$ cat src/design/itoa_pkg.sv
// ----------------------------------------------------------------------------
// itoa_pkg
// Shared types, constants and character helpers of the integer to ASCII
// formatter.
// ----------------------------------------------------------------------------
package itoa_pkg;

  parameter int unsigned VALUE_BITS_DEF = 32;
  parameter int unsigned OPCODE_W       = 3;
  parameter int unsigned VALUE_W        = 64;
  parameter int unsigned CHAR_W         = 8;
  parameter int unsigned COUNT_W        = 6;
  parameter int unsigned PTR_BITS       = 64;

  typedef enum logic [OPCODE_W-1:0] {
    OP_SDEC = 3'd0,
    OP_UDEC = 3'd1,
    OP_BIN  = 3'd2,
    OP_OCT  = 3'd3,
    OP_HEXL = 3'd4,
    OP_HEXU = 3'd5,
    OP_PTR  = 3'd6
  } op_e;

  typedef enum logic [1:0] {
    ST_IDLE,
    ST_CONV,
    ST_PREFIX,
    ST_DIGITS
  } state_e;

  typedef enum logic [1:0] {
    PFX_NONE,
    PFX_MINUS,
    PFX_HEX,
    PFX_NIL
  } prefix_e;

  typedef enum logic [1:0] {
    RDX_BIN,
    RDX_OCT,
    RDX_HEX
  } radix_e;

  function automatic logic [CHAR_W-1:0] prefix_char(prefix_e p, logic [2:0] idx);
    logic [CHAR_W-1:0] c;
    c = "0";
    case (p)
      PFX_MINUS: c = "-";
      PFX_HEX:   c = (idx == 3'd0) ? "0" : "x";
      PFX_NIL: begin
        case (idx)
          3'd0:    c = "(";
          3'd1:    c = "n";
          3'd2:    c = "i";
          3'd3:    c = "l";
          default: c = ")";
        endcase
      end
      default:   c = "0";
    endcase
    return c;
  endfunction

  function automatic logic [2:0] prefix_last_idx(prefix_e p);
    logic [2:0] n;
    case (p)
      PFX_HEX: n = 3'd1;
      PFX_NIL: n = 3'd4;
      default: n = 3'd0;
    endcase
    return n;
  endfunction

  function automatic logic [CHAR_W-1:0] digit_char(logic [3:0] d, logic lower);
    logic [CHAR_W-1:0] c;
    if (d < 4'd10) begin
      c = 8'h30 + {4'b0, d};
    end else begin
      c = (lower ? 8'h61 : 8'h41) + {4'b0, d} - 8'd10;
    end
    return c;
  endfunction

endpackage

$ cat src/design/itoa_if.sv
// ----------------------------------------------------------------------------
// itoa_if
// Valid/ready channels of the formatter: number in, characters out.
// ----------------------------------------------------------------------------
interface itoa_in_if;
  import itoa_pkg::*;

  logic                valid;
  logic                ready;
  logic [OPCODE_W-1:0] opcode;
  logic [VALUE_W-1:0]  value;

  modport source (output valid, output opcode, output value, input ready);
  modport sink   (input valid, input opcode, input value, output ready);
endinterface

interface itoa_out_if;
  import itoa_pkg::*;

  logic               valid;
  logic               ready;
  logic [CHAR_W-1:0]  char_out;
  logic               last;
  logic [COUNT_W-1:0] total_count;

  modport source (output valid, output char_out, output last, output total_count,
                  input ready);
  modport sink   (input valid, input char_out, input last, input total_count,
                  output ready);
endinterface

$ cat src/design/integer_to_ascii_formatter_core.sv
// Decimal modes first run the shift-and-add-3 BCD unit over the VALUE_BITS input bits,
// then walk the BCD digits, emitting characters and skipping leading zero positions.
// Binary, octal and hex walk the digit positions of the shift register directly;
// pointer mode emits "0x" then walks 16 hex positions, or emits "(nil)" for zero.
// A new number is accepted only while idle, after the last character of the previous one.
// Reset clears the sequencer and the output valid; the datapath registers are not reset.
// ----------------------------------------------------------------------------
// integer_to_ascii_formatter_core
// Formats one integer per transaction as ASCII text, most significant first.
// ----------------------------------------------------------------------------
module integer_to_ascii_formatter_core #(
  parameter int unsigned VALUE_BITS = itoa_pkg::VALUE_BITS_DEF
) (
  input  logic      clk_i,
  input  logic      rst_ni,
  itoa_in_if.sink   in_i,
  itoa_out_if.source out_o
);
  import itoa_pkg::*;

  localparam int unsigned NDEC   = (VALUE_BITS * 30103) / 100000 + 1;
  localparam int unsigned NOCT   = (VALUE_BITS + 2) / 3;
  localparam int unsigned NHEX   = (VALUE_BITS + 3) / 4;
  localparam int unsigned NPTR   = PTR_BITS / 4;
  localparam int unsigned BCD_W  = 4 * NDEC;
  localparam int unsigned W_A    = (BCD_W > 3 * NOCT) ? BCD_W : 3 * NOCT;
  localparam int unsigned W      = (W_A > PTR_BITS) ? W_A : PTR_BITS;
  localparam int unsigned MAXPOS = (VALUE_BITS > NPTR) ? VALUE_BITS : NPTR;
  localparam int unsigned POS_W  = $clog2(MAXPOS + 1);
  localparam int unsigned STEP_W = $clog2(VALUE_BITS + 1);
  localparam int unsigned CNT_RAW = $clog2(VALUE_BITS + 19);
  localparam int unsigned CNT_W  = (CNT_RAW > COUNT_W) ? CNT_RAW : COUNT_W;

  state_e              state_q, state_d;
  prefix_e             prefix_q, prefix_d;
  radix_e              radix_q, radix_d;
  logic [2:0]          pidx_q, pidx_d;
  logic [POS_W-1:0]    pos_q, pos_d;
  logic                started_q, started_d;
  logic [STEP_W-1:0]   step_q, step_d;
  logic                lower_q, lower_d;
  logic [W-1:0]        sreg_q, sreg_d;
  logic [VALUE_BITS-1:0] bin_q, bin_d;
  logic [BCD_W-1:0]    bcd_q, bcd_d;
  logic [CNT_W-1:0]    cnt_q, cnt_d;

  logic                out_valid_q, out_valid_d;
  logic [CHAR_W-1:0]   char_q, char_d;
  logic                last_q, last_d;
  logic [COUNT_W-1:0]  total_q, total_d;

  logic [VALUE_BITS-1:0] v, mag;
  logic                neg, accept, can_emit, is_last_pos, skip;
  logic [BCD_W-1:0]    bcd_adj, bcd_next;
  logic [3:0]          dig;
  logic [W-1:0]        sh;
  logic                emit, emit_last;
  logic [CHAR_W-1:0]   emit_char;
  logic [CNT_W-1:0]    cnt_inc;

  assign v        = in_i.value[VALUE_BITS-1:0];
  assign neg      = v[VALUE_BITS-1];
  assign mag      = ~v + {{(VALUE_BITS-1){1'b0}}, 1'b1};
  assign accept   = in_i.valid && in_i.ready;
  assign can_emit = !out_valid_q || out_o.ready;
  assign cnt_inc  = cnt_q + {{(CNT_W-1){1'b0}}, 1'b1};

  always_comb begin
    for (int k = 0; k < NDEC; k++) begin
      bcd_adj[4*k +: 4] = (bcd_q[4*k +: 4] >= 4'd5) ? bcd_q[4*k +: 4] + 4'd3
                                                      : bcd_q[4*k +: 4];
    end
  end

  assign bcd_next = {bcd_adj[BCD_W-2:0], bin_q[VALUE_BITS-1]};

  always_comb begin
    case (radix_q)
      RDX_BIN: begin
        dig = {3'b0, sreg_q[W-1]};
        sh  = sreg_q << 1;
      end
      RDX_OCT: begin
        dig = {1'b0, sreg_q[W-1 -: 3]};
        sh  = sreg_q << 3;
      end
      RDX_HEX: begin
        dig = sreg_q[W-1 -: 4];
        sh  = sreg_q << 4;
      end
      default: begin
        dig = 4'd0;
        sh  = sreg_q;
      end
    endcase
  end

  assign is_last_pos = (pos_q == POS_W'(1));
  assign skip        = !started_q && (dig == 4'd0) && !is_last_pos;

  always_comb begin
    state_d   = state_q;
    prefix_d  = prefix_q;
    radix_d   = radix_q;
    pidx_d    = pidx_q;
    pos_d     = pos_q;
    started_d = started_q;
    step_d    = step_q;
    lower_d   = lower_q;
    sreg_d    = sreg_q;
    bin_d     = bin_q;
    bcd_d     = bcd_q;
    emit      = 1'b0;
    emit_last = 1'b0;
    emit_char = '0;

    case (state_q)
      ST_IDLE: begin
        if (accept) begin
          pidx_d    = '0;
          started_d = 1'b0;
          prefix_d  = PFX_NONE;
          lower_d   = (in_i.opcode == OP_HEXL) || (in_i.opcode == OP_PTR);
          case (op_e'(in_i.opcode))
            OP_SDEC, OP_UDEC: begin
              if ((in_i.opcode == OP_SDEC) && neg) begin
                bin_d    = mag;
                prefix_d = PFX_MINUS;
              end else begin
                bin_d = v;
              end
              bcd_d   = '0;
              step_d  = STEP_W'(VALUE_BITS);
              state_d = ST_CONV;
            end
            OP_BIN: begin
              sreg_d  = W'(v) << (W - VALUE_BITS);
              radix_d = RDX_BIN;
              pos_d   = POS_W'(VALUE_BITS);
              state_d = ST_DIGITS;
            end
            OP_OCT: begin
              sreg_d  = W'(v) << (W - 3 * NOCT);
              radix_d = RDX_OCT;
              pos_d   = POS_W'(NOCT);
              state_d = ST_DIGITS;
            end
            OP_HEXL, OP_HEXU: begin
              sreg_d  = W'(v) << (W - 4 * NHEX);
              radix_d = RDX_HEX;
              pos_d   = POS_W'(NHEX);
              state_d = ST_DIGITS;
            end
            OP_PTR: begin
              if (in_i.value == '0) begin
                prefix_d = PFX_NIL;
              end else begin
                prefix_d = PFX_HEX;
                sreg_d   = W'(in_i.value) << (W - PTR_BITS);
                radix_d  = RDX_HEX;
                pos_d    = POS_W'(NPTR);
              end
              state_d = ST_PREFIX;
            end
            default: state_d = ST_IDLE;
          endcase
        end
      end
      ST_CONV: begin
        bcd_d  = bcd_next;
        bin_d  = bin_q << 1;
        step_d = step_q - STEP_W'(1);
        if (step_q == STEP_W'(1)) begin
          sreg_d  = W'(bcd_next) << (W - BCD_W);
          radix_d = RDX_HEX;
          pos_d   = POS_W'(NDEC);
          state_d = (prefix_q == PFX_NONE) ? ST_DIGITS : ST_PREFIX;
        end
      end
      ST_PREFIX: begin
        if (can_emit) begin
          emit      = 1'b1;
          emit_char = prefix_char(prefix_q, pidx_q);
          pidx_d    = pidx_q + 3'd1;
          if (pidx_q == prefix_last_idx(prefix_q)) begin
            if (prefix_q == PFX_NIL) begin
              emit_last = 1'b1;
              state_d   = ST_IDLE;
            end else begin
              state_d = ST_DIGITS;
            end
          end
        end
      end
      ST_DIGITS: begin
        if (skip) begin
          sreg_d = sh;
          pos_d  = pos_q - POS_W'(1);
        end else if (can_emit) begin
          emit      = 1'b1;
          emit_char = digit_char(dig, lower_q);
          started_d = 1'b1;
          sreg_d    = sh;
          pos_d     = pos_q - POS_W'(1);
          if (is_last_pos) begin
            emit_last = 1'b1;
            state_d   = ST_IDLE;
          end
        end
      end
      default: state_d = ST_IDLE;
    endcase
  end

  always_comb begin
    cnt_d       = cnt_q;
    out_valid_d = out_valid_q;
    char_d      = char_q;
    last_d      = last_q;
    total_d     = total_q;
    if (accept) begin
      cnt_d = '0;
    end
    if (emit) begin
      cnt_d       = cnt_inc;
      out_valid_d = 1'b1;
      char_d      = emit_char;
      last_d      = emit_last;
      total_d     = emit_last ? cnt_inc[COUNT_W-1:0] : '0;
    end else if (out_o.ready) begin
      out_valid_d = 1'b0;
    end
  end

  always_ff @(posedge clk_i or negedge rst_ni) begin
    if (!rst_ni) begin
      state_q     <= ST_IDLE;
      prefix_q    <= PFX_NONE;
      radix_q     <= RDX_HEX;
      pidx_q      <= '0;
      pos_q       <= '0;
      started_q   <= 1'b0;
      step_q      <= '0;
      out_valid_q <= 1'b0;
    end else begin
      state_q     <= state_d;
      prefix_q    <= prefix_d;
      radix_q     <= radix_d;
      pidx_q      <= pidx_d;
      pos_q       <= pos_d;
      started_q   <= started_d;
      step_q      <= step_d;
      out_valid_q <= out_valid_d;
    end
  end

  always_ff @(posedge clk_i) begin
    lower_q <= lower_d;
    sreg_q  <= sreg_d;
    bin_q   <= bin_d;
    bcd_q   <= bcd_d;
    cnt_q   <= cnt_d;
    char_q  <= char_d;
    last_q  <= last_d;
    total_q <= total_d;
  end

  assign in_i.ready        = (state_q == ST_IDLE);
  assign out_o.valid       = out_valid_q;
  assign out_o.char_out    = char_q;
  assign out_o.last        = last_q;
  assign out_o.total_count = total_q;

`ifndef ASSERT_OFF
  a_digits_pos: assert property (@(posedge clk_i) disable iff (!rst_ni)
    (state_q == ST_DIGITS) |-> (pos_q != '0))
    else $error("digit walk with no positions left");

  a_conv_steps: assert property (@(posedge clk_i) disable iff (!rst_ni)
    (state_q == ST_CONV) |-> (step_q != '0))
    else $error("BCD conversion with no steps left");

  a_count_only_last: assert property (@(posedge clk_i) disable iff (!rst_ni)
    (out_o.valid && !out_o.last) |-> (out_o.total_count == '0))
    else $error("count shown on a character that is not last");

  a_bad_opcode_idle: assert property (@(posedge clk_i) disable iff (!rst_ni)
    (accept && (in_i.opcode > OP_PTR)) |=> (state_q == ST_IDLE))
    else $error("unused opcode started a transaction");

  a_emit_slot: assert property (@(posedge clk_i) disable iff (!rst_ni)
    (out_o.valid && !out_o.ready) |=> ($stable(out_o.char_out) && out_o.valid))
    else $error("stalled character overwritten");
`endif

endmodule

$ cat src/flat_wrapper.sv
// flat-port wrapper written by rule: the top's interface ports become plain ports
module integer_to_ascii_formatter_core_flat import itoa_pkg::*;
#(
  parameter int unsigned VALUE_BITS = itoa_pkg::VALUE_BITS_DEF
)
  (clk_i, rst_ni, in_i_valid, in_i_opcode, in_i_value, in_i_ready, out_o_valid, out_o_char_out, out_o_last, out_o_total_count, out_o_ready);
  itoa_in_if in_i_i ();
  itoa_out_if out_o_i ();
  input  logic clk_i;
  input  logic rst_ni;
  input wire logic [$bits(in_i_i.valid)-1:0] in_i_valid;
  input wire logic [$bits(in_i_i.opcode)-1:0] in_i_opcode;
  input wire logic [$bits(in_i_i.value)-1:0] in_i_value;
  output wire logic [$bits(in_i_i.ready)-1:0] in_i_ready;
  output wire logic [$bits(out_o_i.valid)-1:0] out_o_valid;
  output wire logic [$bits(out_o_i.char_out)-1:0] out_o_char_out;
  output wire logic [$bits(out_o_i.last)-1:0] out_o_last;
  output wire logic [$bits(out_o_i.total_count)-1:0] out_o_total_count;
  input wire logic [$bits(out_o_i.ready)-1:0] out_o_ready;
  assign in_i_i.valid = in_i_valid;
  assign in_i_i.opcode = in_i_opcode;
  assign in_i_i.value = in_i_value;
  assign in_i_ready = in_i_i.ready;
  assign out_o_valid = out_o_i.valid;
  assign out_o_char_out = out_o_i.char_out;
  assign out_o_last = out_o_i.last;
  assign out_o_total_count = out_o_i.total_count;
  assign out_o_i.ready = out_o_ready;
  integer_to_ascii_formatter_core #(.VALUE_BITS(VALUE_BITS)) u_core (.clk_i(clk_i), .rst_ni(rst_ni), .in_i(in_i_i), .out_o(out_o_i));
endmodule
$ cat config.mk
export PLATFORM = sky130hd
export DESIGN_NAME = integer_to_ascii_formatter_core_flat
export DESIGN_NICKNAME = d
export VERILOG_FILES = /design/src/design/itoa_pkg.sv /design/src/design/itoa_if.sv /design/src/design/integer_to_ascii_formatter_core.sv /design/src/flat_wrapper.sv
export SDC_FILE = /design/constraint.sdc
export NUM_CORES = 1
export LEC_CHECK = 0
export BUFFER_PORTS_ARGS = -buffer_cell sky130_fd_sc_hd__buf_4
export CAP_MARGIN = 25
export CORE_MARGIN = 10
export CORE_UTILIZATION = 30
export CTS_BUF_LIST = sky130_fd_sc_hd__clkbuf_8
export DETAILED_ROUTE_END_ITERATION = 7
export PLACE_DENSITY = 0.58
export SYNTH_ARGS = -nofsm -noshare
export SYNTH_HDL_FRONTEND = slang
export SYNTH_SLANG_ARGS = --single-unit
$ cat constraint.sdc
create_clock -name clk_i -period 16.4 [get_ports clk_i]
set_clock_uncertainty 0.05 [all_clocks]
set_input_delay 1.64 -clock clk_i [delete_from_list [all_inputs] [get_ports clk_i]]
set_output_delay 1.64 -clock clk_i [all_outputs]
set_load 0.005 [all_outputs]
==> impl_results.md <==
- Total core area: 37760 um2
- Total power: 2.459 mW
- Drt wl/cell: 19.83 um
- Synth Net Count: 1363
- Number of CTS-inserted buffers: 17
- Clock Sinks: 180
- Hold path cells: 2
- Die Y: 215.8 um
- Violation count after the first detailed-route iteration: 1090
- EDFF count, synth: 157
- Crit. End Element: flip-flop
- H-tree levels: 4
- Cell count after synthesis: 1255
- CP Launch Type: input port
- GP Congestion: 0.9056
- Average size of a mapped cell: 9.160 um2
- Max-cap violations: 0
- Vias per cell: 5.472
- Yosys reg bits: 180
- GRT Overall Usage: 14.91%
- Hold Vio Cnt, Final: 0
- Worst-Margin Slew: 1087 ps
- Setup TNS Final: 0 ps
- Seq/Total Area, Yosys: 46.03%
- HP Class: flip-flop to flip-flop
- Count of input and output buffers: 86
- Initial Utilization: 30.45%
- IO Count: 88
- Antenna violations before repair: 1
- Tmin final: 4488 ps
- Final nets: 1380
- Share of cells above drive strength 1: 13.39%
- Initial DRT Pass Iterations: 8
- Async set-reset flop share out of synthesis: 12.78%
- # DRC: 0
- Longest Clk Path Bufs: 2
- Vias in the first global route: 9336
- Post-CTS Hold Fix Bufs: 0
- Leak: 4.845 nW
- Postcts setup bufs: 0
- Hold_ws: 431.7 ps
- Final period util: 27.37%
- WP data required: 16490 ps
- Routed Wire Length: 35620 um
- Peak VDD IR: 0.00009963 V
- Fmax: 0.2228 GHz
- Die X: 215.8 um
- Critical path class: input port to flip-flop
- Final Util: 34.29%
- CP max FO: 64
- # rows: 71
- Top_reg_cell synth: edfxtp_1
- Ant diodes: 0
- Mapped cell area: 11500 um2
- Clock Root Buffer: clkbuf_8
- Filler cells: 3877
- Power density cells: 189.9 nW/um2
- CP arrival: 4580 ps
- Post-placement setup slack: 11500 ps
- Largest net degree at the start of global routing: 124
- RSZ-0062 raised after global routing: no
- CTS resizes: 0
- Detail Route Antenna Nets: 0
- Outcome: completed
- Die Footprint: 46550 um2
- First-pass GRT wire length: 54920 um
- Clock-pin slew on the worst setup and hold paths: 90 ps
- Final setup margin: 11910 ps
- Post-DP HPWL: 24630 um
- Gr ovfl total: 0
- Vias: 9828
- Fin. max-slew vios: 0
- Ys Warns: 0
- Reg2Reg Depth: 12
- Yosys cell types: 63
- Max_slew headroom: 27.36%
- Final setup viols: 0
- Area grow syn2layout: 12.63%
- Clk_lat worst skew: 500 ps
- CTS tree: yes
[cell type report]
cell class	count	area [um2]	area share, %
Multi-Input combinational cell	933	5705	44.07
Sequential cell	180	5291	40.87
Timing Repair Buffer	101	798.3	6.165
Tap cell	511	639.4	4.938
Clock buffer	17	234.0	1.807
Inverter	39	146.4	1.131
Clock inverter	15	132.6	1.024
[worst max-delay path, stage by stage]
cell	delay (ps)
buf_4	120
inv_1	130
ha_1	180
nor3b_1	530
nand3_1	400
nor4_4	510
and2_4	250
or2_1	320
a21oi_4	30
buf_4	400
[registers in the layout, summed over array words and instances, names as in the netlist]
signal,cells
u_core.sreg_q,64
u_core.bcd_q,40
u_core.bin_q,32
u_core.out_o.char_out,7
u_core.cnt_q,6
u_core.out_o.total_count,6
u_core.pos_q,6
u_core.step_q,6
u_core.pidx_q,3
u_core.prefix_q,2
u_core.radix_q,2
u_core.state_q,2
u_core.lower_q,1
u_core.out_o.last,1
u_core.out_o.valid,1
u_core.started_q,1
[worst paths after layout]
check | startpoint | to | slack [ps]
max in group asynchronous | rst_ni | u_core.radix_q[1]$_DFFE_PN1P_ | 15020
min in group asynchronous | rst_ni | u_core.pos_q[1]$_DFFE_PN0P_ | 970
max | in_i_value[0] | u_core.sreg_q[16]$_DFFE_PP_ | 11910
min reg2reg | u_core.started_q$_DFFE_PN0P_ | u_core.started_q$_DFFE_PN0P_ | 430
min | u_core.started_q$_DFFE_PN0P_ | u_core.started_q$_DFFE_PN0P_ | 430
max reg2reg | u_core.radix_q[0]$_DFFE_PN0P_ | u_core.sreg_q[16]$_DFFE_PP_ | 12350
[cell usage in the layout (no fill, tap or decap), types with 7 or more instances in the layout]
cell type	count
o221a_2	19
edfxtp_1	157
nand2b_1	15
dfrtp_1	22
a21oi_1	94
o211ai_1	12
clkbuf_8	17
nand3_1	16
xor2_1	28
nand2_1	160
o22ai_1	9
mux2i_1	31
buf_4	99
a22oi_1	62
nor2_1	129
a31oi_1	7
a211oi_1	9
nor3_1	24
a221o_1	10
xnor2_1	30
inv_1	39
o31ai_1	10
o21ai_0	137
ha_1	34
nor4_1	11
[cells by family after synthesis]
logic type / count (synthesis) / synth area share, %
compound gates: 403 / 22.28
simple gates: 401 / 15.49
flops: 180 / 46.03
buf+inv: 142 / 4.832
xor+xnor: 58 / 4.419
fa+ha+maj: 37 / 4.027
mux: 33 / 2.895
other cells: 1 / 0.03262
[metal layers]
layer / wire length [um] / vias up / track usage (%) / part of all wire [%]
met5: 13 / - / 0 / 0.036
met4: 669 / 2 / 4.529 / 1.9
met3: 3344 / 39 / 3.972 / 9.4
met2: 15570 / 412 / 22.24 / 44
met1: 16020 / 4762 / 20.59 / 45
li1: - / 4613 / - / -
[metrics by stage]
stage | std cells | cell area, um2
after floorplan | 1255 | 11500
after global placement | 1762 | 12530
after detailed placement | 1762 | 12530
after CTS | 1794 | 12890
after global routing | 1796 | 12950
final | 1796 | 12950
[synthesized netlist by cell type (all sizes together), types with 12 or more instances]
cell type  instances  area (um2)
a21oi             95       475.5
a22oi             62       465.5
buf               28       127.6
clkbuf            75       281.5
dfrtp             22       550.5
edfxtp           157        4715
ha                37       462.9
inv               39       146.4
mux2i             31       310.3
nand2            160       600.6
nand2b            16       100.1
nand3             16       80.08
nor2             132       495.5
nor3              24       120.1
nor4              13       102.6
o211ai            12       90.09
o21ai            139       695.7
o221a             19       214.0
xnor2             30       262.8
xor2              28       245.2
[power by group]
part	leakage, nW	internal (mW)	switching, mW
Sequential	1.79	0.814	0.148
Combinational	2.87	0.438	0.759
Clock	0.180	0.121	0.179
(Power assumes the default switching activity.)
